<file path="config.mk">
export PLATFORM = sky130hd
export DESIGN_NAME = kplk_front_flat
export DESIGN_NICKNAME = d
export VERILOG_FILES = /design/src/hw/rtl/kplk_pkg.sv /design/src/hw/rtl/kplk_if.sv /design/src/hw/rtl/kplk_front.sv /design/src/flat_wrapper.sv
export SDC_FILE = /design/constraint.sdc
export NUM_CORES = 1
export LEC_CHECK = 0
export BUFFER_PORTS_ARGS = -buffer_cell sky130_fd_sc_hd__buf_2
export CAP_MARGIN = 20
export CORE_UTILIZATION = 35
export DETAILED_ROUTE_END_ITERATION = 8
export MAX_ROUTING_LAYER = met4
export PLACE_DENSITY_LB_ADDON = 0.12
export SYNTH_ARGS = -nofsm -noshare
export SYNTH_HDL_FRONTEND = slang
export SYNTH_SLANG_ARGS = --single-unit
</file>
<file path="constraint.sdc">
create_clock -name clk -period 4.6 [get_ports clk]
set_clock_uncertainty 0.2 [all_clocks]
set_input_delay 0.92 -clock clk [delete_from_list [all_inputs] [get_ports clk]]
set_output_delay 0.92 -clock clk [all_outputs]
set_load 0.03 [all_outputs]
</file>
<file path="src/hw/rtl/kplk_pkg.sv">
`timescale 1ns / 1ps
// ----------------------------------------------------------------------------
// kplk_pkg
// Shared widths, request and operation codes, and base-character decoding
// for the k-mer pore level lookup.
// ----------------------------------------------------------------------------
package kplk_pkg;

    localparam int BASE_CHAR_W   = 8;
    localparam int ENTRY_INDEX_W = 12;
    localparam int LEVEL_W       = 16;
    localparam int KMER_LEN_W    = 3;
    localparam int RES_W         = LEVEL_W + ENTRY_INDEX_W + 1;

    localparam logic [KMER_LEN_W-1:0] KMER_LEN_RESET = 3'd6;

    localparam logic REQ_LOAD = 1'b0;
    localparam logic REQ_BASE = 1'b1;

    typedef enum logic
    {
        OP_WRITE  = 1'b0,
        OP_LOOKUP = 1'b1
    } kplk_op_t;

    localparam logic [1:0] CODE_A = 2'd0;
    localparam logic [1:0] CODE_C = 2'd1;
    localparam logic [1:0] CODE_G = 2'd2;
    localparam logic [1:0] CODE_T = 2'd3;

    localparam logic [BASE_CHAR_W-1:0] CHAR_UC_C = 8'h43;
    localparam logic [BASE_CHAR_W-1:0] CHAR_LC_C = 8'h63;
    localparam logic [BASE_CHAR_W-1:0] CHAR_UC_G = 8'h47;
    localparam logic [BASE_CHAR_W-1:0] CHAR_LC_G = 8'h67;
    localparam logic [BASE_CHAR_W-1:0] CHAR_UC_T = 8'h54;
    localparam logic [BASE_CHAR_W-1:0] CHAR_LC_T = 8'h74;

    function automatic logic [1:0] base_code(input logic [BASE_CHAR_W-1:0] ch);
        logic [1:0] code;
        unique case (ch)
            CHAR_UC_C, CHAR_LC_C: code = CODE_C;
            CHAR_UC_G, CHAR_LC_G: code = CODE_G;
            CHAR_UC_T, CHAR_LC_T: code = CODE_T;
            default:              code = CODE_A;
        endcase
        return code;
    endfunction

endpackage

</file>
<file path="src/hw/rtl/kplk_if.sv">
`timescale 1ns / 1ps
// ----------------------------------------------------------------------------
// kplk_if
// Valid/ready channels: request stream in, result stream out.
// ----------------------------------------------------------------------------
interface kplk_req_if import kplk_pkg::*; ();

    logic                     valid;
    logic                     ready;
    logic                     req_type;
    logic [BASE_CHAR_W-1:0]   base_char;
    logic                     start_of_read;
    logic                     last_base;
    logic [ENTRY_INDEX_W-1:0] entry_index;
    logic [LEVEL_W-1:0]       entry_level;

    modport source
    (
        output valid, req_type, base_char, start_of_read, last_base,
               entry_index, entry_level,
        input  ready
    );

    modport sink
    (
        input  valid, req_type, base_char, start_of_read, last_base,
               entry_index, entry_level,
        output ready
    );

endinterface


</file>
<file path="src/hw/rtl/kplk_front.sv">
`timescale 1ns / 1ps
// ----------------------------------------------------------------------------
// kplk_front
// Accept requests, hold the k-mer length register, roll the k-mer index and
// queue table writes and lookups for the back end.
// ----------------------------------------------------------------------------
module kplk_front import kplk_pkg::*; #(
    parameter int MAX_KMER   = 6,
    parameter int LEVEL_BITS = 16
) (
    input  logic                                  clk,
    input  logic                                  rst_n,
    kplk_req_if.sink                              req,
    input  logic                                  cfg_wr_en,
    input  logic [KMER_LEN_W-1:0]                 cfg_wr_data,
    output logic                                  q_push,
    output logic [2+2*MAX_KMER+LEVEL_BITS-1:0]    q_data,
    input  logic                                  q_full
);

    localparam int INDEX_BITS = 2 * MAX_KMER;
    localparam int K_W        = $clog2(MAX_KMER + 1);
    localparam int CMP_W      = (K_W > KMER_LEN_W) ? K_W : KMER_LEN_W;

    logic [KMER_LEN_W-1:0] kmer_len_reg, kmer_len_next;
    logic [INDEX_BITS-1:0] rolling_reg, rolling_next;
    logic [K_W-1:0]        seen_reg, seen_next;

    logic [K_W-1:0]        k_eff;
    logic [INDEX_BITS-1:0] mask;
    logic [1:0]            code;
    logic [INDEX_BITS-1:0] idx_upd;
    logic [K_W-1:0]        seen_upd;
    logic                  emit;
    logic                  accept;
    logic                  is_base;

    assign req.ready = !q_full;
    assign accept    = req.valid && req.ready;
    assign is_base   = (req.req_type == REQ_BASE);

    always_comb
    begin
        if (kmer_len_reg == '0)
        begin
            k_eff = K_W'(1);
        end
        else if (CMP_W'(kmer_len_reg) > CMP_W'(MAX_KMER))
        begin
            k_eff = K_W'(MAX_KMER);
        end
        else
        begin
            k_eff = K_W'(kmer_len_reg);
        end

        for (int i = 0; i < INDEX_BITS; i++)
        begin
            mask[i] = (K_W'(i >> 1) < k_eff);
        end

        code = base_code(req.base_char);

        if (req.start_of_read)
        begin
            idx_upd  = INDEX_BITS'(code) & mask;
            seen_upd = K_W'(1);
        end
        else
        begin
            idx_upd  = ((rolling_reg << 2) | INDEX_BITS'(code)) & mask;
            seen_upd = (seen_reg < k_eff) ? K_W'(seen_reg + 1'b1) : seen_reg;
        end
        if (seen_upd > k_eff)
        begin
            seen_upd = k_eff;
        end
        emit = (seen_upd >= k_eff);

        rolling_next = rolling_reg;
        seen_next    = seen_reg;
        if (accept && is_base)
        begin
            if (req.last_base)
            begin
                rolling_next = '0;
                seen_next    = '0;
            end
            else
            begin
                rolling_next = idx_upd;
                seen_next    = seen_upd;
            end
        end

        kmer_len_next = cfg_wr_en ? cfg_wr_data : kmer_len_reg;

        q_push = accept && (!is_base || emit);
        if (is_base)
        begin
            q_data = {OP_LOOKUP, req.last_base, idx_upd, LEVEL_BITS'(0)};
        end
        else
        begin
            q_data = {OP_WRITE, 1'b0, INDEX_BITS'(req.entry_index),
                      LEVEL_BITS'(req.entry_level)};
        end
    end

    always_ff @(posedge clk or negedge rst_n)
    begin
        if (!rst_n)
        begin
            kmer_len_reg <= KMER_LEN_RESET;
            rolling_reg  <= '0;
            seen_reg     <= '0;
        end
        else
        begin
            kmer_len_reg <= kmer_len_next;
            rolling_reg  <= rolling_next;
            seen_reg     <= seen_next;
        end
    end

`ifndef SYNTHESIS
    a_read_end_clears: assert property (@(posedge clk) disable iff (!rst_n)
        accept && is_base && req.last_base |=> rolling_reg == '0 && seen_reg == '0)
        else $error("k-mer state not cleared after last base");
`endif

endmodule

</file>
<file path="src/flat_wrapper.sv">
// flat-port wrapper written by rule: the top's interface ports become plain ports
module kplk_front_flat import kplk_pkg::*;
#(
    parameter int MAX_KMER   = 6,
    parameter int LEVEL_BITS = 16
)
  (clk, rst_n, cfg_wr_en, cfg_wr_data, q_push, q_data, q_full, req_valid, req_req_type, req_base_char, req_start_of_read, req_last_base, req_entry_index, req_entry_level, req_ready);
  kplk_req_if req_i ();
  input  logic clk;
  input  logic rst_n;
  input  logic cfg_wr_en;
  input  logic [KMER_LEN_W-1:0] cfg_wr_data;
  output logic q_push;
  output logic [2+2*MAX_KMER+LEVEL_BITS-1:0] q_data;
  input  logic q_full;
  input wire logic [$bits(req_i.valid)-1:0] req_valid;
  input wire logic [$bits(req_i.req_type)-1:0] req_req_type;
  input wire logic [$bits(req_i.base_char)-1:0] req_base_char;
  input wire logic [$bits(req_i.start_of_read)-1:0] req_start_of_read;
  input wire logic [$bits(req_i.last_base)-1:0] req_last_base;
  input wire logic [$bits(req_i.entry_index)-1:0] req_entry_index;
  input wire logic [$bits(req_i.entry_level)-1:0] req_entry_level;
  output wire logic [$bits(req_i.ready)-1:0] req_ready;
  assign req_i.valid = req_valid;
  assign req_i.req_type = req_req_type;
  assign req_i.base_char = req_base_char;
  assign req_i.start_of_read = req_start_of_read;
  assign req_i.last_base = req_last_base;
  assign req_i.entry_index = req_entry_index;
  assign req_i.entry_level = req_entry_level;
  assign req_ready = req_i.ready;
  kplk_front #(.MAX_KMER(MAX_KMER), .LEVEL_BITS(LEVEL_BITS)) u_core (.clk(clk), .rst_n(rst_n), .req(req_i), .cfg_wr_en(cfg_wr_en), .cfg_wr_data(cfg_wr_data), .q_push(q_push), .q_data(q_data), .q_full(q_full));
endmodule
</file>
==> summary.md <==
| Metric | Value |
|---|---|
| Status | `complete, but fails checks` |
| Violated checks | `negative setup slack` |
| Num CTS Buffers | `3` |
| Final hold vios | `0` |
| Hold path cells | `1` |
| Setup_tns | `-0.482 ns` |
| Largest net degree at the start of global routing | `43` |
| Cell family with most CP delay | `compound AO/OA/AOI/OAI gates` |
| Num Clock Sinks | `16` |
| Placer Congestion | `0.791` |
| Iteration-0 DRC Markers | `41` |
| Post-Syn Instances | `168` |
| Max-cap violations | `0` |
| Die area | `0.00417 mm^2` |
| Lkg Pwr | `1.07 nW` |
| DR pass1 iterations | `4` |
| CP required | `3.48 ns` |
| F_max | `0.197 GHz` |
| # setup viols final | `1` |
| Total grt overflow | `0` |
| Placed Area | `0.00193 mm^2` |
| Post-synthesis sequential area ratio | `29.4%` |
| Syn avg cell area | `8.16 um^2` |
| Number of enable flip-flop cells after synthesis | `0` |
| VDD IR max | `0.150 mV` |
| GRT Util Overall | `18.6%` |
| Vias | `1537` |
| CP Cell Sequence | `inv_2, ha_4, and2_4, a221oi_4, and2_4, mux2i_2, nor2_1, ha_1, nor2b_1, o21ai_2, a32oi_4, o21a_1, o311ai_2, ha_1, inv_1, a21boi_1, o21ai_1, nand3b_1, and3_4, buf_6` |
| WP buf/inv | `3` |
| Cell area after layout | `0.00208 mm^2` |
| First-pass GRT wire length | `5.94 mm` |
| RSZ-0062 raised after global routing | `yes` |
| Routed WL | `3.63 mm` |
| Area contributors post-synth | `dfrtp_1 (26%), ha_1 (8.2%), nor2b_1 (7.8%)` |
| I/O Pins | `79` |
| Worst skew pair latency | `0.25 ns` |
| Slew HR | `53.9%` |
| Number of global-route vias before repair | `1408` |
| Distinct cell type count after synthesis | `46` |
| HPWL after DPL | `2.76 mm` |
| Yosys top cell by area | `dfrtp_1` |
| Critical path class | `reg2out` |
| CTS tree | `yes` |
| H-tree Lvls | `1` |
| Worst Setup End Kind | `output pin` |
| Startpoint types | `flip-flop` |
| Synthesized cell area | `0.00137 mm^2` |
| HP Start | `u_core.rolling_reg[8]$_DFFE_PN0P_` |
| DRC | `0` |
| Clock buffer depth | `2` |
| DR vias/cell | `4.93` |
| Worst slew pin tran | `0.691 ns` |
| CP max-delay cell | `dfstp_2` |
| Cell with the most instances after synthesis | `nor2b_1` |
| Layout cells sized above 1 | `47.3%` |
| Final ANT Viol Nets | `0` |
| PwrDens | `323 mW/mm^2` |
| Worst r2r path cells | `17` |
| Main synth FF type | `dfrtp_1` |
| HP Class | `reg2reg` |
| CP Data Arrival Time | `3.96 ns` |
| Fin crit share | `110%` |
| Mapped Nets | `224` |
| Clock root cell | `clkbuf_8` |
| Start point of the critical path | `u_core.kmer_len_reg[2]$_DFFE_PN1P_` |
| Post-synthesis register bit count | `16` |
| Largest stage delay, worst path | `0.54 ns` |
| Ys async rst share | `100%` |
| Ys Warns | `0` |
| Largest register FFs | `10` |
| Post-CTS Hold Buffers | `0` |
| Clock transition at path regs | `0.06 ns` |
| Worst slack at placement | `-0.351 ns` |
| Max Slew Vio Count | `0` |
| Die Y-Extent | `64.6 um` |
| Reg2reg start | `u_core.kmer_len_reg[2]$_DFFE_PN1P_` |
| Initial antenna violation count | `0` |
| WHS | `0.294 ns` |
| Core box area | `0.00372 mm^2` |
| Critical path depth | `20` |
| Initial Util | `36.9%` |
| Total Power | `0.674 mW` |
| # rows | `22` |
| Final min period | `5.08 ns` |
| Layout Nets | `321` |
| Slack of the critical path | `-0.482 ns` |
| CP Max Fanout | `4` |
| DIE WIDTH | `64.6 um` |
| Drt wl/cell | `11.6 um` |
| Synth top area share | `25.6%` |
| Area grow syn2layout | `52.1%` |
| Diodes inserted | `0` |
| Top post-synthesis cells by count | `nor2b_1 (17), inv_1 (16), nand2_1 (16), dfrtp_1 (14), o21ai_0 (11)` |
| Buffers on Ports | `77` |
==> cells by family (layout without fill, tap and decap cells) <==
logic type               count (synthesis)  count (layout)  synth area share (%)
adder cells (fa/ha/maj)                  9               9                  8.22
flip-flops                              16              16                  29.4
AO/OA/AOI/OAI                           44              44                  22.8
AND/OR/NAND/NOR                         68              68                  27.3
multiplexers                             4               4                  3.01
buffers and inverters                   25             121                  7.40
XOR/XNOR                                 2               2                  1.83
==> repair_timing <==
item,4_1_cts,5_1_grt
resized for setup,5,3
setup endpoints to repair,1,1
buffers inserted,6,1
pin swaps,12,9
hold endpoints to repair,0,0
cloned,0,0
==> through the flow <==
step	std cells	utilization [%]
6_report	312	56.1
4_1_cts	311	55.2
3_3_place_gp	301	51.8
3_5_place_dp	301	51.8
5_1_grt	312	56.1
2_1_floorplan	168	-
==> metal layers <==
metal  part of all wire, %  track usage (%)  vias up
met4                  0.28             2.50        0
met5                     0                -        -
met2                    47             33.3       78
met3                   8.0             4.40        2
li1                      -                -      779
met1                    44             21.4      678
==> where the power goes <==
part | switching, mW | internal (mW) | leakage (nW)
clock network | 0.0478 | 0.0760 | 0.0288
registers | 0.0102 | 0.151 | 0.212
logic | 0.189 | 0.200 | 0.827
==> path summary, 6_finish.rpt <==
check	slack [ns]	to
hold / removal	0.29	u_core.rolling_reg[8]$_DFFE_PN0P_
max in group asynchronous	3.52	u_core.kmer_len_reg[2]$_DFFE_PN1P_
hold reg to reg	0.29	u_core.rolling_reg[8]$_DFFE_PN0P_
setup reg to reg	1.10	u_core.seen_reg[0]$_DFFE_PN0P_
setup / recovery	-0.48	q_push
min in group asynchronous	0.37	u_core.rolling_reg[7]$_DFFE_PN0P_
==> cells in the final DEF (no fill, tap or decap), drive strengths merged, types with 2 or more instances in the layout <==
cell and instances:
buf 100, o21ai 19, nor2b 17, nand2 17, inv 17, dfrtp 14, nand3 9, ha 9
nor2 7, o22ai 4, a32o 4, clkbuf 4, o31ai 4, and2 4, mux2i 3, o21a 2
nand2b 2, nand3b 2, nor3b 2, a22o 2, dfstp 2, xor2 2, or2 2
==> layout make-up <==
| cell class | count | area [um^2] |
|---|---|---|
| Clock buffer | 4 | 55.1 |
| Fill cell | 364 | 1630 |
| Inverter | 17 | 63.8 |
| Multi-Input combinational cell | 127 | 938 |
| Sequential cell | 16 | 403 |
| Tap cell | 48 | 60.1 |
| Timing Repair Buffer | 100 | 564 |
==> worst reg2reg max path, cell delays in order, from the launching register on <==
cell	delay [ns]
dfstp_2	0.54
inv_2	0.05
ha_4	0.22
and2_4	0.15
a221oi_4	0.24
and2_4	0.19
mux2i_2	0.22
nor2_1	0.08
ha_1	0.28
buf_4	0.13
buf_4	0.13
a32oi_4	0.21
nand4bb_1	0.18
o311ai_2	0.12
buf_4	0.15
buf_4	0.12
buf_4	0.12
o21ai_1	0.11
(Power assumes the default switching activity.)
