**src/hw/rtl/kplk_fifo.sv**
```systemverilog
`timescale 1ns / 1ps
// ----------------------------------------------------------------------------
// kplk_fifo
// Small register FIFO with occupancy count; DEPTH is a power of two.
// ----------------------------------------------------------------------------
module kplk_fifo #(
    parameter int WIDTH = 8,
    parameter int DEPTH = 2
) (
    input  logic                       clk,
    input  logic                       rst_n,
    input  logic                       push,
    input  logic [WIDTH-1:0]           push_data,
    output logic                       full,
    input  logic                       pop,
    output logic [WIDTH-1:0]           pop_data,
    output logic                       empty,
    output logic [$clog2(DEPTH+1)-1:0] count
);

    localparam int PTR_W = (DEPTH > 1) ? $clog2(DEPTH) : 1;
    localparam int CNT_W = $clog2(DEPTH + 1);

    logic [WIDTH-1:0] mem_reg [DEPTH];
    logic [PTR_W-1:0] wr_ptr_reg, wr_ptr_next;
    logic [PTR_W-1:0] rd_ptr_reg, rd_ptr_next;
    logic [CNT_W-1:0] count_reg, count_next;

    always_comb
    begin
        wr_ptr_next = push ? PTR_W'(wr_ptr_reg + 1'b1) : wr_ptr_reg;
        rd_ptr_next = pop ? PTR_W'(rd_ptr_reg + 1'b1) : rd_ptr_reg;
        count_next  = CNT_W'(count_reg + CNT_W'(push) - CNT_W'(pop));
    end

    always_ff @(posedge clk or negedge rst_n)
    begin
        if (!rst_n)
        begin
            wr_ptr_reg <= '0;
            rd_ptr_reg <= '0;
            count_reg  <= '0;
        end
        else
        begin
            wr_ptr_reg <= wr_ptr_next;
            rd_ptr_reg <= rd_ptr_next;
            count_reg  <= count_next;
        end
    end

    always_ff @(posedge clk)
    begin
        if (push)
        begin
            mem_reg[wr_ptr_reg] <= push_data;
        end
    end

    assign pop_data = mem_reg[rd_ptr_reg];
    assign full     = (count_reg == CNT_W'(DEPTH));
    assign empty    = (count_reg == '0);
    assign count    = count_reg;

`ifndef SYNTHESIS
    a_no_overflow: assert property (@(posedge clk) disable iff (!rst_n)
        push && !pop |-> !full)
        else $error("fifo push while full");

    a_no_underflow: assert property (@(posedge clk) disable iff (!rst_n)
        pop |-> !empty)
        else $error("fifo pop while empty");
`endif

endmodule

```
**config.mk**
```make
export PLATFORM = sky130hd
export DESIGN_NAME = kplk_fifo
export DESIGN_NICKNAME = d
export VERILOG_FILES = /design/src/hw/rtl/kplk_fifo.sv
export SDC_FILE = /design/constraint.sdc
export NUM_CORES = 1
export LEC_CHECK = 0
export BUFFER_PORTS_ARGS = -buffer_cell sky130_fd_sc_hd__buf_4
export CAP_MARGIN = 20
export CELL_PAD_IN_SITES_DETAIL_PLACEMENT = 1
export CELL_PAD_IN_SITES_GLOBAL_PLACEMENT = 1
export CORE_AREA = 2 2 45 47
export CTS_BUF_LIST = sky130_fd_sc_hd__clkbuf_4 sky130_fd_sc_hd__clkbuf_8
export DETAILED_ROUTE_END_ITERATION = 8
export DIE_AREA = 0 0 47 49
export GPL_ROUTABILITY_DRIVEN = 0
export HOLD_SLACK_MARGIN = 0.08
export PLACE_DENSITY_LB_ADDON = 0.1
export SLEW_MARGIN = 20
export SYNTH_ARGS = -nofsm -noshare
export SYNTH_HDL_FRONTEND = slang
export SYNTH_SLANG_ARGS = --single-unit
export TNS_END_PERCENT = 100
```
**constraint.sdc**
```tcl
create_clock -name clk -period 2.4 [get_ports clk]
set_input_delay 0.24 -clock clk [delete_from_list [all_inputs] [get_ports clk]]
set_output_delay 0.24 -clock clk [all_outputs]
set_load 0.05 [all_outputs]
```
==> summary.md, run 1 <==
| Metric | Value |
|---|---|
| Sink Count | 20 |
| Setup violations, final | 0 |
| Drt via density | between 4 and 5 |
| Setup crit end | pop_data[0] |
| Max IR drop VDD | 0.000715 V |
| Syn. warnings | 0 |
| RR Startpoint | wr_ptr_reg$_DFFE_PN0P_ |
| Critical Path Source Type | register |
| Number of hold violations in the final report | 0 |
| Post-route ant nets | 0 |
| CTS Hold Buffers Added | 1 |
| H-tree Lvls | 1 |
| Fillers | 190 |
| Inserted Diodes | 0 |
| TNS Setup | 0 ns |
| Area Overhead vs Synth | 28.6% |
| P per Cell Area | between 1000 and 1500 nW/µm² |
| CTS tree | done |
| Clk_lat worst skew | 0.29 ns |
| Initial core utilization | 0.439 |
| Leak | 0.452 nW |
| Layout cells sized above 1 | 0.507 |
| Hold Crit Class | primary input to register |
| Total power | 1.42 mW |
| Die footprint | 2300 µm² |
| WL/cell | 12.3 µm |
| CP Capture Type | output pin |
| Critical path startpoint | rd_ptr_reg$_DFFE_PN0P_ |
| CTS clk-pin slew, worst paths | ~0.11 ns |
| Worst Tran Pin Value | a little over 0.7 ns |
| Mapped Area | 808 µm² |
| Worst relative slew slack | 0.516 |
| CP Data Required Time | around 2.2 ns |
| Tcrit/Tclk final | 0.727 |
| Sequential Area | 581 µm² |
| Max reg flops | 16 |
| R2R depth | 1 |
| Placed cells | 89 |
| DR DRC count | 0 |
| Max clock buf depth | 2 |
| CTS resizes | 0 |
| Non-filler cells, final | 94 |
| Die Ht | 49 µm |
| Largest net degree at the start of global routing | 12 |
| Post-synthesis sequential area ratio | 0.718 |
| Row cnt | 16 |
| Yosys reg bits | 20 |
| GRT Total Usage | 0.117 |
| Skew final | 0.00839 ns |
| CP Class | register to output pin |
| Unrepaired setup endpoints after global routing | false |
| Vias in the first global route | just over 400 |
| Most common cell after layout, fill and taps aside | buf_4 |
| Initial antenna violation count | 0 |
| Via Count | 412 |
| Dpl hpwl | 921 µm |
| Drt first pass iters | 2 |
| Critical Path Fanout Max | 9 |
| Overflow after GRT | 0 |
| R2R Setup Slk | 1.04 ns |
| # Post-CTS Setup Buffers | 0 |
| Netlist cell types | 11 |
| Drt total wl | between 1000 and 1500 µm |
| Multi-input gate area | 209 µm² |
| Crit path DAT | roughly 1.5 ns |
| Number of top-level pins | 24 |
| IO buf count | 23 |
| Fmax | 0.573 GHz |
| Root Buffer | clkbuf_4 |
| Tmin final | around 1.7 ns |
| Syn Nets | 54 |
| Status | completed |
| Total CTS buffers | 3 |
| MaxCap Viol Count | 0 |
| DRT iter0 DRCs | 2 |
| First-pass GRT wire length | roughly 1900 µm |
| Die width | 47 µm |
| Final Net Count | 82 |
| R2R Path End | mem_reg[0][6]$_DFFE_PP_ |
| Post-synthesis cell count | 40 |
| Post-Synthesis Mean Instance Area | ~20 µm² |
| Slew Viols, Final | 0 |
| Core Area | 1840 µm² |
| Most frequent cells in the layout | 23 x buf_4, 16 x edfxtp_1, 8 x mux2_4 |
[cells in the mapped netlist]
| cell | instances | area [µm²] |
|---|---|---|
| edfxtp_1 | 16 | 480 |
| nor2b_1 | 2 | 12.5 |
| xor2_1 | 2 | 17.5 |
| buf_6 | 1 | 11.3 |
| and2_1 | 1 | 6.26 |
| mux2_4 | 8 | 120 |
| nor2_1 | 1 | 3.75 |
| ha_1 | 2 | 25.0 |
| xor3_1 | 1 | 23.8 |
| inv_1 | 2 | 7.51 |
| dfrtp_1 | 4 | 100 |
[metal layers]
metal | wire (µm) | global-route usage
met5 | 0 | 0
met2 | 640 | 0.194
met1 | 461 | 0.149
met4 | 0 | 0.0278
met3 | 57 | 0.0333
[report_power, final]
group / leakage [nW] / internal [mW] / switching, mW
clock network: 0.0154 / 0.0603 / 0.0914
registers: 0.197 / 0.472 / 0.0782
logic: 0.240 / 0.279 / 0.435
[worst min path at each step]
stage,start,to,slack [ns],cells past startpoint
after global placement,rst_n,count[0]$_DFF_PN0_,0.04,1
after CTS,push_data[0],mem_reg[1][0]$_DFFE_PP_,0.12,1
after floorplan,rst_n,count[0]$_DFF_PN0_,-0.06,0
after global routing,push_data[0],mem_reg[1][0]$_DFFE_PP_,0.1,1
final,push_data[0],mem_reg[0][0]$_DFFE_PP_,0.13,1
after detailed placement,rst_n,count[1]$_DFF_PN0_,0.04,1
[final cells by class]
type	instances	area share
clock inverters	1	0.00361
multi-input cells	17	0.201
flip-flops and latches	20	0.558
well taps	27	0.0325
clock buffers	3	0.0217
repair buffers	24	0.176
inverters	2	0.00722
[worst max-delay path, cell delays in order, from the launching register on]
cell	delay [ns]
dfrtp_1	0.68
mux2_4	0.35
buf_4	0.19
[metrics by stage]
stage          area (µm²)  setup slack, ns  hold WS (ns)  utilization
3_3_place_gp         1000            0.984        0.0398        0.545
6_report             1040            0.656         0.126        0.565
5_1_grt              1040            0.587        0.0965        0.565
2_1_floorplan         808            0.720       -0.0556            -
3_5_place_dp         1000            0.945        0.0400        0.545
4_1_cts              1040            0.618         0.118        0.565
[kinds of logic after synthesis]
family,after synthesis,share of synthesized area
and+or+nand+nor,4,0.0279
adders and majority gates,2,0.0310
DFF,20,0.718
xor gates and xnor gates,3,0.0511
muxes,8,0.149
buffers and inverters,3,0.0232
Power figures use the tool's default switching activity.
==> inputs of run 2 (changes only) <==
--- a/config.mk
+++ b/config.mk
@@ -5,14 +5,15 @@
 export SDC_FILE = /design/constraint.sdc
 export NUM_CORES = 1
 export LEC_CHECK = 0
+export ABC_AREA = 1
 export BUFFER_PORTS_ARGS = -buffer_cell sky130_fd_sc_hd__buf_4
 export CAP_MARGIN = 20
 export CELL_PAD_IN_SITES_DETAIL_PLACEMENT = 1
 export CELL_PAD_IN_SITES_GLOBAL_PLACEMENT = 1
-export CORE_AREA = 2 2 45 47
+export CORE_AREA = 2 2 49 51
 export CTS_BUF_LIST = sky130_fd_sc_hd__clkbuf_4 sky130_fd_sc_hd__clkbuf_8
 export DETAILED_ROUTE_END_ITERATION = 8
-export DIE_AREA = 0 0 47 49
+export DIE_AREA = 0 0 51 53
 export GPL_ROUTABILITY_DRIVEN = 0
 export HOLD_SLACK_MARGIN = 0.08
 export PLACE_DENSITY_LB_ADDON = 0.1
==> constraint.sdc (replaced) <==
create_clock -name clk -period 1.7 [get_ports clk]
set_input_delay 0.17 -clock clk [delete_from_list [all_inputs] [get_ports clk]]
set_output_delay 0.17 -clock clk [all_outputs]
set_load 0.05 [all_outputs]
==> run 2 against run 1 <==
Against the previous run:
- count of clock-buffer cells in the layout increased by 1
- critical endpoint is now pop_data[2]
- worst setup slack got worse by 0.44 ns
- flip-flop and latch count unchanged
- critical path type unchanged
- synthesized cell count increased by 68%
- critical path depth unchanged
- non-clock buffer count increased by 11
- via count increased by 43%
==> summary.md, run 2 <==
| Metric | Value |
|---|---|
| Root Buffer | clkbuf_4 (unchanged) |
| Post-route ant nets | 0 (unchanged) |
| Inserted Diodes | 0 (unchanged) |
| MaxCap Viol Count | 0 (unchanged) |
| Post-synthesis sequential area ratio | 0.699 (was 0.718) |
| Overflow after GRT | 0 (unchanged) |
| Setup violations, final | 0 (unchanged) |
| Tmin final | 1.49 ns |
| Most common cell after layout, fill and taps aside | buf_4 (unchanged) |
| CP Data Required Time | 1.53 ns (was 2.16 ns) |
| Drt first pass iters | 3 (was 2) |
| First-pass GRT wire length | 2360 µm (was 1880 µm) |
| Count leader, synth | edfxtp_1 (unchanged) |
| Number of top-level pins | 24 (unchanged) |
| Row cnt | 17 (was 16) |
| Clk_lat worst skew | 0.28 ns (was 0.29 ns) |
| Fmax | about 0.67 GHz |
| Die width | 51 µm (was 47 µm) |
| WL/cell | 10.6 µm (was 12.3 µm) |
| GRT Total Usage | 0.122 (was 0.117) |
| DP Worst Slack | 0.364 ns (was 0.945 ns) |
| Vias in the first global route | 562 (was 408) |
| Tcrit/Tclk final | 0.874 |
| Synth top cells by count | 16 x edfxtp_1, 15 x inv_1, 14 x nand2_1, 5 x o21ai_0, 4 x dfrtp_1 (was 16 x edfxtp_1, 8 x mux2_4, 4 x dfrtp_1) |
| Number of hold violations in the final report | 0 (unchanged) |
| Dpl hpwl | 1010 µm (was 921 µm) |
| Max clock buf depth | 2 (unchanged) |
| CP Class | register to output pin (unchanged) |
| Drt total wl | 1400 µm (was 1160 µm) |
| CP Capture Type | output pin (unchanged) |
| Largest net degree at the start of global routing | 18 (was 12) |
| Worst relative slew slack | 0.774 (was 0.516) |
| Initial antenna violation count | 0 (unchanged) |
| Syn Nets | 81 (was 54) |
| Worst Tran Pin Value | 0.339 ns (was 0.725 ns) |
| Core Area | 2150 µm² (was 1840 µm²) |
| DR DRC count | 0 (unchanged) |
| P per Cell Area | 1810 nW/µm² (was 1360 nW/µm²) |
| Most frequent cells in the layout | 24 x buf_4, 16 x edfxtp_1, 15 x inv_1 (was 23 x buf_4, 16 x edfxtp_1, 8 x mux2_4) |
| Cell taking the most area after synthesis | edfxtp_1 (unchanged) |
| Die footprint | 2700 µm² (was 2300 µm²) |
| R2R Setup Slk | 0.51 ns (was 1.04 ns) |
| CTS clk-pin slew, worst paths | 0.10 ns (was 0.11 ns) |
| Hold Crit Class | primary input to async pin (was primary input to register) |
| Area contributors post-synth | edfxtp_1 58%, dfrtp_1 12%, inv_1 6.8% (was edfxtp_1 59%, mux2_4 15%, dfrtp_1 12%) |
| Final worst slack | 0.214 ns (was 0.656 ns) |
| Final Net Count | 119 (was 82) |
| Area Overhead vs Synth | 39.9% (was 28.6%) |
| Area share of the largest cell type after synthesis | 0.578 (was 0.594) |
| Syn. warnings | 0 (unchanged) |
| Via Count | 589 (was 412) |
| Critical path startpoint | rd_ptr_reg$_DFFE_PN0P_ (unchanged) |
| Ys async rst share | 0.200 (unchanged) |
| Sink Count | 20 (unchanged) |
| Layout cells sized above 1 | 0.308 (was 0.507) |
| H-tree Lvls | 1 (unchanged) |
| Total CTS buffers | 3 (unchanged) |
| Unrepaired setup endpoints after global routing | false (unchanged) |
| IO buf count | 23 (unchanged) |
| Total power | 2.10 mW (was 1.42 mW) |
| CTS tree | done (unchanged) |
| Crit path DAT | 1.32 ns (was 1.50 ns) |
| Max IR drop VDD | 0.000900 V (was 0.000715 V) |
| Critical Path Source Type | register (unchanged) |
| Mapped Area | 831 µm² (was 808 µm²) |
| Status | completed (unchanged) |
| Drt via density | 4.46 (was 4.38) |
| Predominant post-synthesis flop cell | edfxtp_1 (unchanged) |
| Yosys reg bits | 20 (unchanged) |
| Netlist cell types | 12 (was 11) |
| Max reg flops | 16 (unchanged) |
| Slew Viols, Final | 0 (unchanged) |
| Number of flops mapped to enable cells by yosys | 16 (unchanged) |
| R2R Path End | count[1]$_DFF_PN0_ (was mem_reg[0][6]$_DFFE_PP_) |
| Critical Path Fanout Max | 17 (was 9) |
| Post-synthesis cell count | 67 (was 40) |
| RR Startpoint | count[0]$_DFF_PN0_ (was wr_ptr_reg$_DFFE_PN0P_) |
| R2R depth | 7 (was 1) |
| Die Ht | 53 µm (was 49 µm) |
| Initial core utilization | 0.387 (was 0.439) |
| DRT iter0 DRCs | 6 (was 2) |
| Skew final | 0.00150 ns (was 0.00839 ns) |
| Leak | 0.539 nW (was 0.452 nW) |
| Post-Synthesis Mean Instance Area | 12.4 µm² (was 20.2 µm²) |
[run 2: changes by cell type after synthesis, sizes merged, moves of 2 or more]
cell | previous run | this run
nor2b | 2 | 0
mux2 | 8 | 0
inv | 2 | 15
nand2 | 0 | 14
o21ai | 0 | 8
nor2 | 1 | 3
[run 2: cell families (layout without fill, tap and decap cells)]
| kind of cell | after synthesis | after routing | synth area share |
|---|---|---|---|
| flip-flops | 20 | 20 | 0.699 |
| buffers and inverters | 17 | 54 | 0.105 |
| AND/OR/NAND/NOR | 18 | 18 | 0.0828 |
| XOR/XNOR | 2 | 2 | 0.0211 |
| AO/OA/AOI/OAI | 8 | 8 | 0.0617 |
| adder cells (fa/ha/maj) | 2 | 2 | 0.0301 |
[run 2: per-layer routing]
layer | global-route usage | vias to the layer above | wire length [µm]
li1 | - | 287 | -
met1 | 0.151 | 287 | 585
met2 | 0.206 | 13 | 740
met3 | 0.0169 | 2 | 59
met4 | 0.0676 | 0 | 11
met5 | 0 | - | 0
[run 2: metrics by stage]
step	std cells	setup TNS, ns	area (µm²)	utilization	hold slack (ns)
floorplan	67	-0.304	831	-	-0.126
global placement	117	0	1010	0.472	-0.0287
detailed placement	117	0	1010	0.472	-0.0294
CTS	132	0	1160	0.540	0.191
global route	132	0	1160	0.541	0.195
finish	132	0	1160	0.541	0.199
[run 2: worst max-delay path: stages (launching register included)]
cell and delay [ns]:
dfrtp_2 0.54, o21ai_0 0.25, buf_4 0.24
[run 2: how the worst max path moves through the flow]
stage,to,slack [ns],cells past startpoint
global placement,pop_data[2],0.42,2
detailed placement,pop_data[3],0.36,3
global route,pop_data[4],0.14,3
finish,pop_data[2],0.21,2
CTS,pop_data[7],0.02,3
floorplan,pop_data[1],-0.06,2
[run 2: area by class of cell]
type | count | area (µm²)
repair buffers | 35 | 290
fillers | 237 | 986
flip-flops and latches | 20 | 582
clock buffers | 4 | 36.3
inverters | 15 | 56.3
well taps | 28 | 35.0
multi-input cells | 30 | 163
[run 2: report_power, final]
part           switching [mW]  leakage (nW)  internal (mW)
logic                   0.742         0.321          0.322
clock network           0.128        0.0210          0.130
registers               0.115         0.196          0.667
total                   0.985         0.539           1.12
[run 2: repair_timing]
item	4_1_cts	5_1_grt
gates resized for setup	0	1
setup buffers	0	0
hold buffers	11	0
endpoints found under the setup margin	0	8
endpoints found under the hold margin	22	0
